==> src/rtl/inverted_pendulum_step_top_macros.svh <==
// Assertion macros for the pendulum step block.
// Included by the top level; needs nothing else.
`ifndef INVERTED_PENDULUM_STEP_TOP_MACROS_SVH
`define INVERTED_PENDULUM_STEP_TOP_MACROS_SVH

// Same-cycle implication, disabled during reset
`define IPS_ASSERT_IMPL(label, clk, rst_n, ante, cons) \
    label: assert property (@(posedge clk) disable iff (!rst_n) (ante) |-> (cons)) \
        else $error("ips assertion failed");

// Next-cycle implication, disabled during reset
`define IPS_ASSERT_NEXT(label, clk, rst_n, ante, cons) \
    label: assert property (@(posedge clk) disable iff (!rst_n) (ante) |=> (cons)) \
        else $error("ips assertion failed");

`endif

==> src/rtl/ips_pkg.sv <==
// Shared types, codes and constants of the pendulum step block.
// No dependencies.
package ips_pkg;

    // Configuration register indexes
    localparam int CFG_IDX_W = 8;
    localparam logic [CFG_IDX_W-1:0] REG_INV_LENGTH = 8'd0;
    localparam logic [CFG_IDX_W-1:0] REG_TIME_STEP  = 8'd1;
    localparam logic [CFG_IDX_W-1:0] REG_GRAVITY    = 8'd2;
    localparam logic [CFG_IDX_W-1:0] REG_ACCEL_GAIN = 8'd3;

    // Register reset values
    localparam logic [31:0] INV_LENGTH_RST = 32'd14316558;
    localparam logic [31:0] TIME_STEP_RST  = 32'd71582788;
    localparam logic [15:0] GRAVITY_RST    = 16'd9810;
    localparam logic [15:0] ACCEL_GAIN_RST = 16'd1000;

    // Fixed-point constants (angle Q6.26, position Q16.16, sin/cos Q2.30)
    localparam logic signed [31:0] Q_PI        = 32'sd210828714;
    localparam logic signed [31:0] Q_TWO_PI    = 32'sd421657428;
    localparam logic signed [31:0] Q_HALF_PI   = 32'sd105414357;
    localparam logic signed [63:0] UP_LOW      = 64'sd105411248;
    localparam logic signed [63:0] UP_HIGH     = 64'sd316233744;
    localparam logic signed [31:0] ANGLE_RST   = 32'sd6588396;
    localparam logic signed [31:0] POS_RST     = 32'sd26214400;
    localparam logic signed [33:0] CORDIC_GAIN = 34'sd652032874;
    localparam int CORDIC_STEPS = 16;
    localparam int CS_W = 34;

    // Reciprocal of 2*pi for the angle reduction: floor(2^60 / Q_TWO_PI)
    localparam int RED_SHIFT = 60;
    localparam logic [31:0] RED_RECIP = 32'((64'd1 << RED_SHIFT) / 64'(Q_TWO_PI));

    // Serial multiplier sizes: |a| up to 48 bits, |b| up to 32 bits
    localparam int MUL_A_W = 48;
    localparam int MUL_B_W = 32;
    localparam int MUL_P_W = MUL_A_W + MUL_B_W;

    typedef enum logic [2:0] {
        S_IDLE, S_VEL, S_POS, S_COR_START, S_COR_WAIT, S_MUL_START, S_MUL_WAIT, S_OUT
    } t_state;

    typedef enum logic [3:0] {
        M_RED, M_QC, M_AXG, M_KA, M_AYG, M_KB, M_KG, M_SKG, M_CKA, M_SKB, M_ADT, M_RDT
    } t_mop;

    typedef enum logic [1:0] {
        C_IDLE, C_FOLD, C_ITER
    } t_cor_state;

    typedef struct packed {
        logic               start;
        logic signed [63:0] a;
        logic signed [63:0] b;
        logic [5:0]         shift;
    } t_mul_req;

    typedef struct packed {
        logic               done;
        logic signed [63:0] p;
    } t_mul_rsp;

    // CORDIC arctangent table, Q2.30
    function automatic logic signed [CS_W-1:0] atan_entry(input logic [3:0] idx);
        logic signed [CS_W-1:0] v;
        case (idx)
            4'd0:    v = 34'sd843314857;
            4'd1:    v = 34'sd497837829;
            4'd2:    v = 34'sd263043837;
            4'd3:    v = 34'sd133525159;
            4'd4:    v = 34'sd67021687;
            4'd5:    v = 34'sd33543516;
            4'd6:    v = 34'sd16775851;
            4'd7:    v = 34'sd8388437;
            4'd8:    v = 34'sd4194283;
            4'd9:    v = 34'sd2097149;
            4'd10:   v = 34'sd1048575;
            4'd11:   v = 34'sd524287;
            4'd12:   v = 34'sd262143;
            4'd13:   v = 34'sd131071;
            4'd14:   v = 34'sd65535;
            default: v = 34'sd32767;
        endcase
        return v;
    endfunction

endpackage

==> src/rtl/ips_if.sv <==
// Channel interfaces of the pendulum step block: input, result, configuration.
// Depends on ips_pkg.
interface ips_in_if;
    logic               valid;
    logic               ready;
    logic signed [31:0] accel_x;
    logic signed [31:0] accel_y;
    logic               restart;
    modport source (output valid, accel_x, accel_y, restart, input ready);
    modport sink   (input valid, accel_x, accel_y, restart, output ready);
endinterface

interface ips_out_if;
    logic               valid;
    logic               ready;
    logic signed [31:0] anchor_x;
    logic signed [31:0] anchor_y;
    logic signed [31:0] angle_out;
    logic signed [31:0] rate_out;
    logic signed [31:0] angular_accel;
    logic               upright;
    logic [30:0]        tilt_magnitude;
    modport source (output valid, anchor_x, anchor_y, angle_out, rate_out, angular_accel,
                    upright, tilt_magnitude, input ready);
    modport sink   (input valid, anchor_x, anchor_y, angle_out, rate_out, angular_accel,
                    upright, tilt_magnitude, output ready);
endinterface

interface ips_cfg_if import ips_pkg::*; ();
    logic                 valid;
    logic                 ready;
    logic [CFG_IDX_W-1:0] index;
    logic [31:0]          data;
    modport source (output valid, index, data, input ready);
    modport sink   (input valid, index, data, output ready);
endinterface

==> src/rtl/inverted_pendulum_step_top.sv <==
// Top level of the pendulum step block: sequencer, state and configuration.
// Depends on ips_pkg, ips_if, ips_mul, ips_cordic and the macros header.
//
// Use: one transaction on i_in is one simulation tick (anchor acceleration,
// restart flag); it yields exactly one transaction on o_out. Configuration
// writes on i_cfg (index 0..3: inv_length, time_step, gravity_scaled,
// accel_gain) are always ready; other indexes are ignored.
// A tick runs twelve products through the shared bit-serial multiplier (start,
// 32 add-shift steps, sign and shift, handoff); the first two reduce the angle
// modulo 2*pi for the CORDIC (start, fold, 16 steps, handoff). There are also
// steps for accept, velocity, position and output load. A restart tick goes
// from accept straight to output load.
// i_in.ready is high only while no tick is being worked on.
// Results sit in an output register; if the receiver stalls, the next tick is
// still accepted and computed, and it waits in its last step until the
// register frees up. Reset (i_rst_n low, synchronous) loads the register
// defaults and the initial pendulum state and empties the output.
`include "inverted_pendulum_step_top_macros.svh"

module inverted_pendulum_step_top import ips_pkg::*; #(
    parameter int WORD_WIDTH = 32
) (
    input  logic i_clk,
    input  logic i_rst_n,
    ips_in_if.sink    i_in,
    ips_cfg_if.sink   i_cfg,
    ips_out_if.source o_out
);

    localparam int W  = WORD_WIDTH;
    localparam int PW = (W > 32) ? W : 32;
    localparam logic signed [63:0] W_MAX = (64'sd1 <<< (W - 1)) - 64'sd1;
    localparam logic signed [63:0] W_MIN = -W_MAX - 64'sd1;

    // Saturate to the signed W-bit range
    function automatic logic signed [W-1:0] sat_w(input logic signed [63:0] v);
        logic signed [63:0] r;
        r = v;
        if (v > W_MAX) r = W_MAX;
        if (v < W_MIN) r = W_MIN;
        return r[W-1:0];
    endfunction

    // Saturate to the signed 32-bit range
    function automatic logic signed [31:0] sat_32(input logic signed [63:0] v);
        logic signed [63:0] r;
        r = v;
        if (v > 64'sd2147483647) r = 64'sd2147483647;
        if (v < -64'sd2147483648) r = -64'sd2147483648;
        return r[31:0];
    endfunction

    t_state r_state, n_state;
    t_mop   r_op;

    logic [31:0] r_il, r_dt;
    logic [15:0] r_grav, r_gain;

    logic signed [PW-1:0] r_pos_x, r_pos_y;
    logic signed [W-1:0]  r_vel_x, r_vel_y, r_angle, r_rate;
    logic signed [31:0]   r_ax, r_ay, r_alpha, r_red;
    logic signed [63:0]   r_tmp, r_ka, r_kb, r_kg, r_acc;
    logic signed [CS_W-1:0] r_sin, r_cos;

    logic               r_ov;
    logic signed [31:0] r_o_ax, r_o_ay, r_o_ang, r_o_rate, r_o_alpha;
    logic               r_o_up;
    logic [30:0]        r_o_tilt;

    t_mul_req mul_req;
    t_mul_rsp mul_rsp;
    logic     cor_start, cor_done;
    logic signed [CS_W-1:0] cor_sin, cor_cos;

    logic signed [W-1:0]  vx_n, vy_n, px_w, py_w;
    logic signed [63:0]   ang64, mag64, acc_n;
    logic signed [63:0]   red_rem, red_fix, red_val;
    logic                 out_load;

    ips_mul u_mul (
        .i_clk   (i_clk),
        .i_rst_n (i_rst_n),
        .i_req   (mul_req),
        .o_rsp   (mul_rsp)
    );

    ips_cordic u_cordic (
        .i_clk   (i_clk),
        .i_rst_n (i_rst_n),
        .i_start (cor_start),
        .i_angle (r_red),
        .o_done  (cor_done),
        .o_sin   (cor_sin),
        .o_cos   (cor_cos)
    );

    // Sequencer state register
    always_ff @(posedge i_clk) begin
        if (!i_rst_n) begin
            r_state <= S_IDLE;
        end else begin
            r_state <= n_state;
        end
    end

    // Next state and unit controls
    always_comb begin
        n_state   = r_state;
        cor_start = 1'b0;
        out_load  = 1'b0;
        case (r_state)
            S_IDLE: begin
                if (i_in.valid) n_state = i_in.restart ? S_OUT : S_VEL;
            end
            S_VEL:       n_state = S_POS;
            S_POS:       n_state = S_MUL_START;
            S_COR_START: begin
                cor_start = 1'b1;
                n_state   = S_COR_WAIT;
            end
            S_COR_WAIT:  if (cor_done) n_state = S_MUL_START;
            S_MUL_START: n_state = S_MUL_WAIT;
            S_MUL_WAIT: begin
                if (mul_rsp.done) begin
                    if (r_op == M_QC) begin
                        n_state = S_COR_START;
                    end else if (r_op == M_RDT) begin
                        n_state = S_OUT;
                    end else begin
                        n_state = S_MUL_START;
                    end
                end
            end
            S_OUT: begin
                if (!r_ov || o_out.ready) begin
                    out_load = 1'b1;
                    n_state  = S_IDLE;
                end
            end
            default: n_state = S_IDLE;
        endcase
    end

    // Multiplier start and operand selection
    always_comb begin
        mul_req.start = (r_state == S_MUL_START);
        mul_req.a     = 64'(r_ax);
        mul_req.b     = {48'd0, r_gain};
        mul_req.shift = 6'd0;
        case (r_op)
            M_RED: begin
                mul_req.a = mag64; mul_req.b = {32'd0, RED_RECIP};
                mul_req.shift = 6'(RED_SHIFT);
            end
            M_QC: begin
                mul_req.a = r_tmp; mul_req.b = 64'(Q_TWO_PI); mul_req.shift = 6'd0;
            end
            M_AXG: begin
                mul_req.a = 64'(r_ax); mul_req.b = {48'd0, r_gain}; mul_req.shift = 6'd0;
            end
            M_KA: begin
                mul_req.a = r_tmp; mul_req.b = {32'd0, r_il}; mul_req.shift = 6'd32;
            end
            M_AYG: begin
                mul_req.a = 64'(r_ay); mul_req.b = {48'd0, r_gain}; mul_req.shift = 6'd0;
            end
            M_KB: begin
                mul_req.a = r_tmp; mul_req.b = {32'd0, r_il}; mul_req.shift = 6'd32;
            end
            M_KG: begin
                mul_req.a = {48'd0, r_grav}; mul_req.b = {32'd0, r_il}; mul_req.shift = 6'd16;
            end
            M_SKG: begin
                mul_req.a = 64'(r_sin); mul_req.b = {32'd0, r_kg[31:0]};
                mul_req.shift = 6'd30;
            end
            M_CKA: begin
                mul_req.a = r_ka; mul_req.b = 64'(r_cos); mul_req.shift = 6'd30;
            end
            M_SKB: begin
                mul_req.a = r_kb; mul_req.b = 64'(r_sin); mul_req.shift = 6'd30;
            end
            M_ADT: begin
                mul_req.a = 64'(r_alpha); mul_req.b = {32'd0, r_dt}; mul_req.shift = 6'd32;
            end
            M_RDT: begin
                mul_req.a = 64'(r_rate); mul_req.b = {32'd0, r_dt}; mul_req.shift = 6'd22;
            end
            default: ;
        endcase
    end

    // Anchor update, angle remainder, output view of the angle
    always_comb begin
        vx_n  = r_vel_x - (r_vel_x >>> 5) + W'(r_ax);
        vy_n  = r_vel_y - (r_vel_y >>> 5) + W'(r_ay);
        px_w  = r_pos_x[W-1:0] + r_vel_x;
        py_w  = r_pos_y[W-1:0] + r_vel_y;
        acc_n = r_acc - mul_rsp.p;
        ang64 = 64'(r_angle);
        mag64 = ang64[63] ? -ang64 : ang64;
        // quotient estimate is exact or one low: one correction step
        red_rem = mag64 - mul_rsp.p;
        red_fix = (red_rem >= 64'(Q_TWO_PI)) ? red_rem - 64'(Q_TWO_PI) : red_rem;
        red_val = ang64[63] ? -red_fix : red_fix;
    end

    // Configuration registers
    always_ff @(posedge i_clk) begin
        if (!i_rst_n) begin
            r_il   <= INV_LENGTH_RST;
            r_dt   <= TIME_STEP_RST;
            r_grav <= GRAVITY_RST;
            r_gain <= ACCEL_GAIN_RST;
        end else if (i_cfg.valid) begin
            case (i_cfg.index)
                REG_INV_LENGTH: r_il   <= i_cfg.data;
                REG_TIME_STEP:  r_dt   <= i_cfg.data;
                REG_GRAVITY:    r_grav <= i_cfg.data[15:0];
                REG_ACCEL_GAIN: r_gain <= i_cfg.data[15:0];
                default: ;
            endcase
        end
    end

    // Pendulum state and working registers
    always_ff @(posedge i_clk) begin
        if (!i_rst_n) begin
            r_pos_x <= PW'(POS_RST);
            r_pos_y <= PW'(POS_RST);
            r_vel_x <= '0;
            r_vel_y <= '0;
            r_angle <= W'(ANGLE_RST);
            r_rate  <= '0;
            r_alpha <= '0;
            r_op    <= M_RED;
        end else begin
            case (r_state)
                S_IDLE: begin
                    r_ax <= i_in.accel_x;
                    r_ay <= i_in.accel_y;
                    r_op <= M_RED;
                    if (i_in.valid && i_in.restart) begin
                        r_pos_x <= PW'(POS_RST);
                        r_pos_y <= PW'(POS_RST);
                        r_vel_x <= '0;
                        r_vel_y <= '0;
                        r_angle <= W'(ANGLE_RST);
                        r_rate  <= '0;
                        r_alpha <= '0;
                    end
                end
                S_VEL: begin
                    r_vel_x <= vx_n;
                    r_vel_y <= vy_n;
                end
                S_POS: begin
                    r_pos_x <= PW'(px_w);
                    r_pos_y <= PW'(py_w);
                end
                S_COR_WAIT: begin
                    if (cor_done) begin
                        r_sin <= cor_sin;
                        r_cos <= cor_cos;
                    end
                end
                S_MUL_WAIT: begin
                    if (mul_rsp.done) begin
                        case (r_op)
                            M_RED: r_tmp <= mul_rsp.p;
                            M_QC:  r_red <= red_val[31:0];
                            M_AXG, M_AYG: r_tmp <= mul_rsp.p;
                            M_KA:  r_ka  <= mul_rsp.p;
                            M_KB:  r_kb  <= mul_rsp.p;
                            M_KG:  r_kg  <= mul_rsp.p;
                            M_SKG: r_acc <= mul_rsp.p;
                            M_CKA: r_acc <= acc_n;
                            M_SKB: r_alpha <= sat_32(acc_n);
                            M_ADT: r_rate  <= sat_w(64'(r_rate) + mul_rsp.p);
                            M_RDT: r_angle <= sat_w(64'(r_angle) + mul_rsp.p);
                            default: ;
                        endcase
                        if (r_op != M_RDT) r_op <= t_mop'(r_op + 4'd1);
                    end
                end
                default: ;
            endcase
        end
    end

    // Output register
    always_ff @(posedge i_clk) begin
        if (!i_rst_n) begin
            r_ov <= 1'b0;
        end else if (out_load) begin
            r_ov      <= 1'b1;
            r_o_ax    <= r_pos_x[31:0];
            r_o_ay    <= r_pos_y[31:0];
            r_o_ang   <= ang64[31:0];
            r_o_rate  <= 32'(r_rate);
            r_o_alpha <= r_alpha;
            r_o_up    <= (ang64 < UP_LOW) || (ang64 > UP_HIGH);
            r_o_tilt  <= (mag64 > 64'sd2147483647) ? 31'h7FFFFFFF : mag64[30:0];
        end else if (o_out.ready) begin
            r_ov <= 1'b0;
        end
    end

    assign i_in.ready           = (r_state == S_IDLE);
    assign i_cfg.ready          = 1'b1;
    assign o_out.valid          = r_ov;
    assign o_out.anchor_x       = r_o_ax;
    assign o_out.anchor_y       = r_o_ay;
    assign o_out.angle_out      = r_o_ang;
    assign o_out.rate_out       = r_o_rate;
    assign o_out.angular_accel  = r_o_alpha;
    assign o_out.upright        = r_o_up;
    assign o_out.tilt_magnitude = r_o_tilt;

    // A tick in progress blocks further input
    `IPS_ASSERT_NEXT(a_busy_after_accept, i_clk, i_rst_n, i_in.valid && i_in.ready && !i_in.restart, !i_in.ready)
    // Product results arrive only while the sequencer waits for them
    `IPS_ASSERT_IMPL(a_mul_done_in_wait, i_clk, i_rst_n, mul_rsp.done, r_state == S_MUL_WAIT)
    // CORDIC results arrive only while the sequencer waits for them
    `IPS_ASSERT_IMPL(a_cor_done_in_wait, i_clk, i_rst_n, cor_done, r_state == S_COR_WAIT)

endmodule

==> src/rtl/ips_mul.sv <==
// Bit-serial signed multiplier: floor(a*b / 2^shift), one partial product a cycle.
// Depends on ips_pkg.
module ips_mul import ips_pkg::*; (
    input  logic     i_clk,
    input  logic     i_rst_n,
    input  t_mul_req i_req,
    output t_mul_rsp o_rsp
);

    logic               r_busy, r_fin, r_done, r_neg;
    logic [4:0]         r_cnt;
    logic [MUL_P_W-1:0] r_acc, r_ma;
    logic [MUL_B_W-1:0] r_mb;
    logic [5:0]         r_shift;
    logic signed [63:0] r_p;

    logic [63:0]          ua, ub;
    logic signed [MUL_P_W:0] sp, sh;

    // Operand magnitudes and final signed, floored product
    always_comb begin
        ua = i_req.a[63] ? (~i_req.a + 64'd1) : i_req.a;
        ub = i_req.b[63] ? (~i_req.b + 64'd1) : i_req.b;
        sp = r_neg ? -$signed({1'b0, r_acc}) : $signed({1'b0, r_acc});
        sh = sp >>> r_shift;
    end

    always_ff @(posedge i_clk) begin
        if (!i_rst_n) begin
            r_busy <= 1'b0;
            r_fin  <= 1'b0;
            r_done <= 1'b0;
        end else begin
            r_done <= 1'b0;
            r_fin  <= 1'b0;
            if (i_req.start) begin
                r_busy  <= 1'b1;
                r_cnt   <= '0;
                r_acc   <= '0;
                r_ma    <= {{MUL_B_W{1'b0}}, ua[MUL_A_W-1:0]};
                r_mb    <= ub[MUL_B_W-1:0];
                r_neg   <= i_req.a[63] ^ i_req.b[63];
                r_shift <= i_req.shift;
            end else if (r_busy) begin
                if (r_mb[0]) begin
                    r_acc <= r_acc + r_ma;
                end
                r_ma  <= r_ma << 1;
                r_mb  <= r_mb >> 1;
                r_cnt <= r_cnt + 5'd1;
                if (r_cnt == 5'd31) begin
                    r_busy <= 1'b0;
                    r_fin  <= 1'b1;
                end
            end else if (r_fin) begin
                r_p    <= sh[63:0];
                r_done <= 1'b1;
            end
        end
    end

    assign o_rsp.done = r_done;
    assign o_rsp.p    = r_p;

endmodule

==> src/rtl/ips_cordic.sv <==
// Quadrant fold and 16-step CORDIC sin/cos of an angle already reduced modulo 2*pi.
// Depends on ips_pkg.
module ips_cordic import ips_pkg::*; (
    input  logic                   i_clk,
    input  logic                   i_rst_n,
    input  logic                   i_start,
    input  logic signed [31:0]     i_angle,
    output logic                   o_done,
    output logic signed [CS_W-1:0] o_sin,
    output logic signed [CS_W-1:0] o_cos
);

    t_cor_state r_state, n_state;
    logic [3:0]             r_i;
    logic                   r_flip, r_done;
    logic signed [CS_W-1:0] r_x, r_y, r_z;

    logic signed [31:0]  r1, r2, rf;
    logic                fl;

    // State register
    always_ff @(posedge i_clk) begin
        if (!i_rst_n) begin
            r_state <= C_IDLE;
        end else begin
            r_state <= n_state;
        end
    end

    // Next state
    always_comb begin
        n_state = r_state;
        case (r_state)
            C_IDLE: if (i_start) n_state = C_FOLD;
            C_FOLD: n_state = C_ITER;
            C_ITER: if (r_i == 4'(CORDIC_STEPS - 1)) n_state = C_IDLE;
            default: n_state = C_IDLE;
        endcase
    end

    // Bring the angle into [-pi, pi], then fold into [-pi/2, pi/2]
    always_comb begin
        r1 = (i_angle > Q_PI) ? i_angle - Q_TWO_PI : i_angle;
        r2 = (r1 < -Q_PI) ? r1 + Q_TWO_PI : r1;
        fl = 1'b0;
        rf = r2;
        if (r2 > Q_HALF_PI) begin
            rf = Q_PI - r2;
            fl = 1'b1;
        end else if (r2 < -Q_HALF_PI) begin
            rf = -Q_PI - r2;
            fl = 1'b1;
        end
    end

    // Datapath
    always_ff @(posedge i_clk) begin
        if (!i_rst_n) begin
            r_done <= 1'b0;
        end else begin
            r_done <= 1'b0;
            case (r_state)
                C_FOLD: begin
                    r_flip <= fl;
                    r_z    <= {rf[29:0], 4'b0000};
                    r_x    <= CORDIC_GAIN;
                    r_y    <= '0;
                    r_i    <= '0;
                end
                C_ITER: begin
                    if (!r_z[CS_W-1]) begin
                        r_x <= r_x - (r_y >>> r_i);
                        r_y <= r_y + (r_x >>> r_i);
                        r_z <= r_z - atan_entry(r_i);
                    end else begin
                        r_x <= r_x + (r_y >>> r_i);
                        r_y <= r_y - (r_x >>> r_i);
                        r_z <= r_z + atan_entry(r_i);
                    end
                    r_i <= r_i + 4'd1;
                    if (r_i == 4'(CORDIC_STEPS - 1)) r_done <= 1'b1;
                end
                default: ;
            endcase
        end
    end

    assign o_done = r_done;
    assign o_sin  = r_y;
    assign o_cos  = r_flip ? -r_x : r_x;

endmodule

==> src/flat_wrapper.sv <==
// flat-port wrapper written by rule: the top's interface ports become plain ports
module inverted_pendulum_step_top_flat import ips_pkg::*;
#(
    parameter int WORD_WIDTH = 32
)
  (i_clk, i_rst_n, i_in_valid, i_in_accel_x, i_in_accel_y, i_in_restart, i_in_ready, i_cfg_valid, i_cfg_index, i_cfg_data, i_cfg_ready, o_out_valid, o_out_anchor_x, o_out_anchor_y, o_out_angle_out, o_out_rate_out, o_out_angular_accel, o_out_upright, o_out_tilt_magnitude, o_out_ready);
  ips_in_if i_in_i ();
  ips_cfg_if i_cfg_i ();
  ips_out_if o_out_i ();
  input  logic i_clk;
  input  logic i_rst_n;
  input wire logic [$bits(i_in_i.valid)-1:0] i_in_valid;
  input wire logic [$bits(i_in_i.accel_x)-1:0] i_in_accel_x;
  input wire logic [$bits(i_in_i.accel_y)-1:0] i_in_accel_y;
  input wire logic [$bits(i_in_i.restart)-1:0] i_in_restart;
  output wire logic [$bits(i_in_i.ready)-1:0] i_in_ready;
  input wire logic [$bits(i_cfg_i.valid)-1:0] i_cfg_valid;
  input wire logic [$bits(i_cfg_i.index)-1:0] i_cfg_index;
  input wire logic [$bits(i_cfg_i.data)-1:0] i_cfg_data;
  output wire logic [$bits(i_cfg_i.ready)-1:0] i_cfg_ready;
  output wire logic [$bits(o_out_i.valid)-1:0] o_out_valid;
  output wire logic [$bits(o_out_i.anchor_x)-1:0] o_out_anchor_x;
  output wire logic [$bits(o_out_i.anchor_y)-1:0] o_out_anchor_y;
  output wire logic [$bits(o_out_i.angle_out)-1:0] o_out_angle_out;
  output wire logic [$bits(o_out_i.rate_out)-1:0] o_out_rate_out;
  output wire logic [$bits(o_out_i.angular_accel)-1:0] o_out_angular_accel;
  output wire logic [$bits(o_out_i.upright)-1:0] o_out_upright;
  output wire logic [$bits(o_out_i.tilt_magnitude)-1:0] o_out_tilt_magnitude;
  input wire logic [$bits(o_out_i.ready)-1:0] o_out_ready;
  assign i_in_i.valid = i_in_valid;
  assign i_in_i.accel_x = i_in_accel_x;
  assign i_in_i.accel_y = i_in_accel_y;
  assign i_in_i.restart = i_in_restart;
  assign i_in_ready = i_in_i.ready;
  assign i_cfg_i.valid = i_cfg_valid;
  assign i_cfg_i.index = i_cfg_index;
  assign i_cfg_i.data = i_cfg_data;
  assign i_cfg_ready = i_cfg_i.ready;
  assign o_out_valid = o_out_i.valid;
  assign o_out_anchor_x = o_out_i.anchor_x;
  assign o_out_anchor_y = o_out_i.anchor_y;
  assign o_out_angle_out = o_out_i.angle_out;
  assign o_out_rate_out = o_out_i.rate_out;
  assign o_out_angular_accel = o_out_i.angular_accel;
  assign o_out_upright = o_out_i.upright;
  assign o_out_tilt_magnitude = o_out_i.tilt_magnitude;
  assign o_out_i.ready = o_out_ready;
  inverted_pendulum_step_top #(.WORD_WIDTH(WORD_WIDTH)) u_core (.i_clk(i_clk), .i_rst_n(i_rst_n), .i_in(i_in_i), .i_cfg(i_cfg_i), .o_out(o_out_i));
endmodule
==> config.mk <==
export PLATFORM = sky130hd
export DESIGN_NAME = inverted_pendulum_step_top_flat
export DESIGN_NICKNAME = d
export VERILOG_FILES = /design/src/rtl/ips_pkg.sv /design/src/rtl/ips_if.sv /design/src/rtl/inverted_pendulum_step_top.sv /design/src/rtl/ips_mul.sv /design/src/rtl/ips_cordic.sv /design/src/flat_wrapper.sv
export VERILOG_INCLUDE_DIRS = /design/src /design/src/rtl
export SDC_FILE = /design/constraint.sdc
export NUM_CORES = 2
export LEC_CHECK = 0
export BUFFER_PORTS_ARGS = -buffer_cell sky130_fd_sc_hd__buf_2
export CORE_MARGIN = 10
export CORE_UTILIZATION = 40
export CTS_CLUSTER_DIAMETER = 50
export DETAILED_ROUTE_END_ITERATION = 8
export PLACE_DENSITY = 0.65
export SETUP_SLACK_MARGIN = 0.05
export SYNTH_ARGS = -nofsm -noshare
export SYNTH_HDL_FRONTEND = slang
export SYNTH_SLANG_ARGS = --single-unit
export TNS_END_PERCENT = 100
==> constraint.sdc <==
create_clock -name i_clk -period 74.9 [get_ports i_clk]
set_input_delay 7.49 -clock i_clk [delete_from_list [all_inputs] [get_ports i_clk]]
set_output_delay 7.49 -clock i_clk [all_outputs]
set_load 0.03 [all_outputs]
==> flow_metrics.env <==
export IMPL_post_cts_repair_setup_buffers=0
export IMPL_coreArea_sq_um=246000
export IMPL_fin_nets=12000
export IMPL_outcome="completed"
export IMPL_drt_pass1_iter_count=9
export IMPL_hold_buffers=0
export IMPL_cts_resized=0
export IMPL_n_fill_cell=23400
export IMPL_ant_nets=0
export IMPL_yosysSeqAreaShare_pct=36.8
export IMPL_ys_top_cells_by_area="edfxtp_1, ha_1, dfxtp_1"
export IMPL_power_leakage_nw=43.4
export IMPL_syn_area_sq_um=99000
export IMPL_critPathCaptureType="flop"
export IMPL_cp_slowest_stage_delay_ns=1.07
export IMPL_wl_microns=375000
export IMPL_min_path_type="flop to flop"
export IMPL_slowest_stage="nor2_1"
export IMPL_synth_warnings=0
export IMPL_crit_required_ns=75.70
export IMPL_drive_above_1_share_pct=9.84
export IMPL_tightest_slew_ns=1.37
export IMPL_detail_route_vias_per_cell=6.05
export IMPL_start_kind="input pin"
export IMPL_cts_htree_levels=4
export IMPL_die_height_microns=518
export IMPL_p_total_mw=2.39
export IMPL_drt_iter0_markers=10300
export IMPL_syn_inst=11100
export IMPL_regArea_sq_um=36400
export IMPL_cts_buffers_inserted=192
export IMPL_grt_pass1_wl_microns=550000
export IMPL_grt_overflow_total=0
export IMPL_critPathArrivalTime_ns=11.63
export IMPL_portBuffers=303
export IMPL_die_x_microns=518
export IMPL_vias=89200
export IMPL_cts_tree="built"
export IMPL_multiInputGateArea_sq_um=58600
export IMPL_rows=182
export IMPL_route_detailed_drc=0
export IMPL_synth_compound_area_share_pct=21.3
export IMPL_fin_crit_ns=10.83
export IMPL_gp_congestion=0.999
export IMPL_area_growth_synth_to_final_pct=12.2
export IMPL_synth_top_family_by_area="compound AO/OA/AOI/OAI gates"
export IMPL_synth_most_common_cell="nand2_1"
export IMPL_setup_viol=0
export IMPL_clockBufferDepth=3
export IMPL_async_flop_share_pct=0
export IMPL_placed_cells=14300
export IMPL_ys_ff_latch=1334
export IMPL_p_per_area_nw_per_um2=21.5
export IMPL_grt_usage_pct=26.5
export IMPL_crit_chain="buf_2, nand3_4, nand2_1, o21ai_2, nor3_1, nand3_1, nor4_1, nand4_1, nor4_1, o2111a_1, nor4b_1, nand4_1, o31a_1, nor2_1, o21ai_0, a21oi_1"
export IMPL_cts_clk_slew_worst_paths_ns=0.07
export IMPL_wire_per_inst_microns=25.4
export IMPL_synth_top_area_share_pct=29.5
export IMPL_syn_area_per_cell_sq_um=8.95
export IMPL_worst_hold_slack_ns=0.454
export IMPL_antenna_found_initial=29
export IMPL_grt_pass1_vias=84400
export IMPL_synth_area_mux_share_pct=4.08
export IMPL_synthSimpleGateAreaFrac_pct=16.7
export IMPL_cp_max_fo=19
export IMPL_synth_xor_area_share_pct=7.81
export IMPL_slew_limit_headroom_pct=8.46
export IMPL_synth_edf_count=972
export IMPL_fin_util_pct=45.1
export IMPL_cts_sinks=1334
export IMPL_grt_max_degree=160
export IMPL_hold_violations=0
export IMPL_fmax_ghz=0.0924
export IMPL_clk_latency_ns=0.88
export IMPL_maxCapViolations=0
export IMPL_drv_slew=0
export IMPL_crit_type="input pin to flop"
export IMPL_ys_top_cells_by_count="nand2_1, edfxtp_1, a21oi_1, nor2_1, o21ai_0"
export IMPL_synth_area_leader_cell="edfxtp_1"
export IMPL_finalCritPeriodShare_pct=14.5
export IMPL_peakVddDrop_mv=0.0245
export IMPL_ioPinCount=305
export IMPL_fin_setup_tns_ns=0
export IMPL_start_util_pct=40.2
export IMPL_hpwl_microns=285000
export IMPL_synth_ff_type="edfxtp_1"
export IMPL_ys_types=125
export IMPL_dieArea_sq_um=268000
export IMPL_instances_no_fill=14700
export IMPL_rsz0062_at_grt="no"
export IMPL_cts_root_buf="clkbuf_16"
export IMPL_clock_skew_final_ns=0.0867
export IMPL_synthAdderAreaFrac_pct=8.99
-- state kept, by name, indices dropped and copies added (netlist names), 33 cells and up, named ones only --
signal	cells
u_core.r_kb	49
u_core.r_acc	64
u_core.u_mul.r_ma	80
u_core.r_tmp	49
u_core.r_sin	34
u_core.u_cordic.o_sin	34
u_core.u_mul.r_p	64
u_core.r_cos	33
u_core.r_ka	49
u_core.u_cordic.r_z	34
u_core.u_mul.r_acc	80
u_core.u_cordic.r_x	34
-- path summary, 6_finish.rpt --
check	startpoint	endpoint	slack [ns]	cells after the start
max	i_in_valid	u_core.r_angle[0]	64.07	16
min	u_core.u_cordic.o_sin[0]	u_core.r_sin[0]	0.45	0
max reg2reg	u_core.r_angle[0]	u_core.r_red[31]	64.81	25
min reg2reg	u_core.u_cordic.o_sin[0]	u_core.r_sin[0]	0.45	0
-- power breakdown --
part	switching [mW]	internal [mW]	total, mW
clock	0.393	0.562	0.956
combinational	0.332	0.237	0.569
sequential	0.0422	0.819	0.861
total	0.768	1.62	2.39
-- cell usage in the layout, fill, tap and decap left out, types with 119 or more instances in the layout --
cell type  instances
edfxtp_1         972
nor3_1           185
and3_1           136
o21ai_0          718
nand3_1          292
clkbuf_16        197
xor2_1           374
nand2_1         1134
buf_4            156
xnor2_1          502
nand2b_1         120
and2_1           128
a211oi_1         119
a21o_1           240
ha_1             593
buf_2            302
a21oi_1          897
dfxtp_1          360
nor2_1           891
inv_1            582
mux2i_1          244
-- through the flow --
stage | area [sq um] | worst slack, ns
2_1_floorplan | 99100 | 45.91
3_3_place_gp | 104000 | 63.28
3_5_place_dp | 104000 | 63.26
4_1_cts | 111000 | 64.22
5_1_grt | 111000 | 63.60
6_report | 111000 | 64.07
-- routing by layer --
metal  vias to the layer above  routed length (microns)  GRT usage [%]
li1                      41000                        -              -
met1                     43200                   152000           34.2
met2                      4116                   165000           41.3
met3                       843                    31400           4.60
met4                         6                    26600           16.1
met5                         -                       35              0
-- critical path: cells and delay by family --
kind                   cells  cell delay (ns)
AND/OR/NAND/NOR           10             2.63
AO/OA/AOI/OAI              5             1.35
buffers and inverters      1             0.13
-- logic make-up (layout without fill, tap and decap cells) --
kind of cell,count (synthesis),in the layout
AO/OA/AOI/OAI,3239,3239
XOR/XNOR,881,881
adder cells (fa/ha/maj),668,668
buffers and inverters,1123,1413
flip-flops,1334,1334
multiplexers,336,336
other,2,73
AND/OR/NAND/NOR,3484,3484
-- cell type report --
| type | count | area share (%) |
|---|---|---|
| diodes | 41 | 0.0924 |
| clock buffers | 230 | 4.65 |
| clock inverters | 134 | 1.50 |
| inverters | 590 | 2.00 |
| multi-input cells | 8640 | 52.8 |
| flip-flops and latches | 1334 | 32.8 |
| well taps | 3312 | 3.73 |
| repair buffers | 459 | 2.43 |
(Power assumes the default switching activity.)
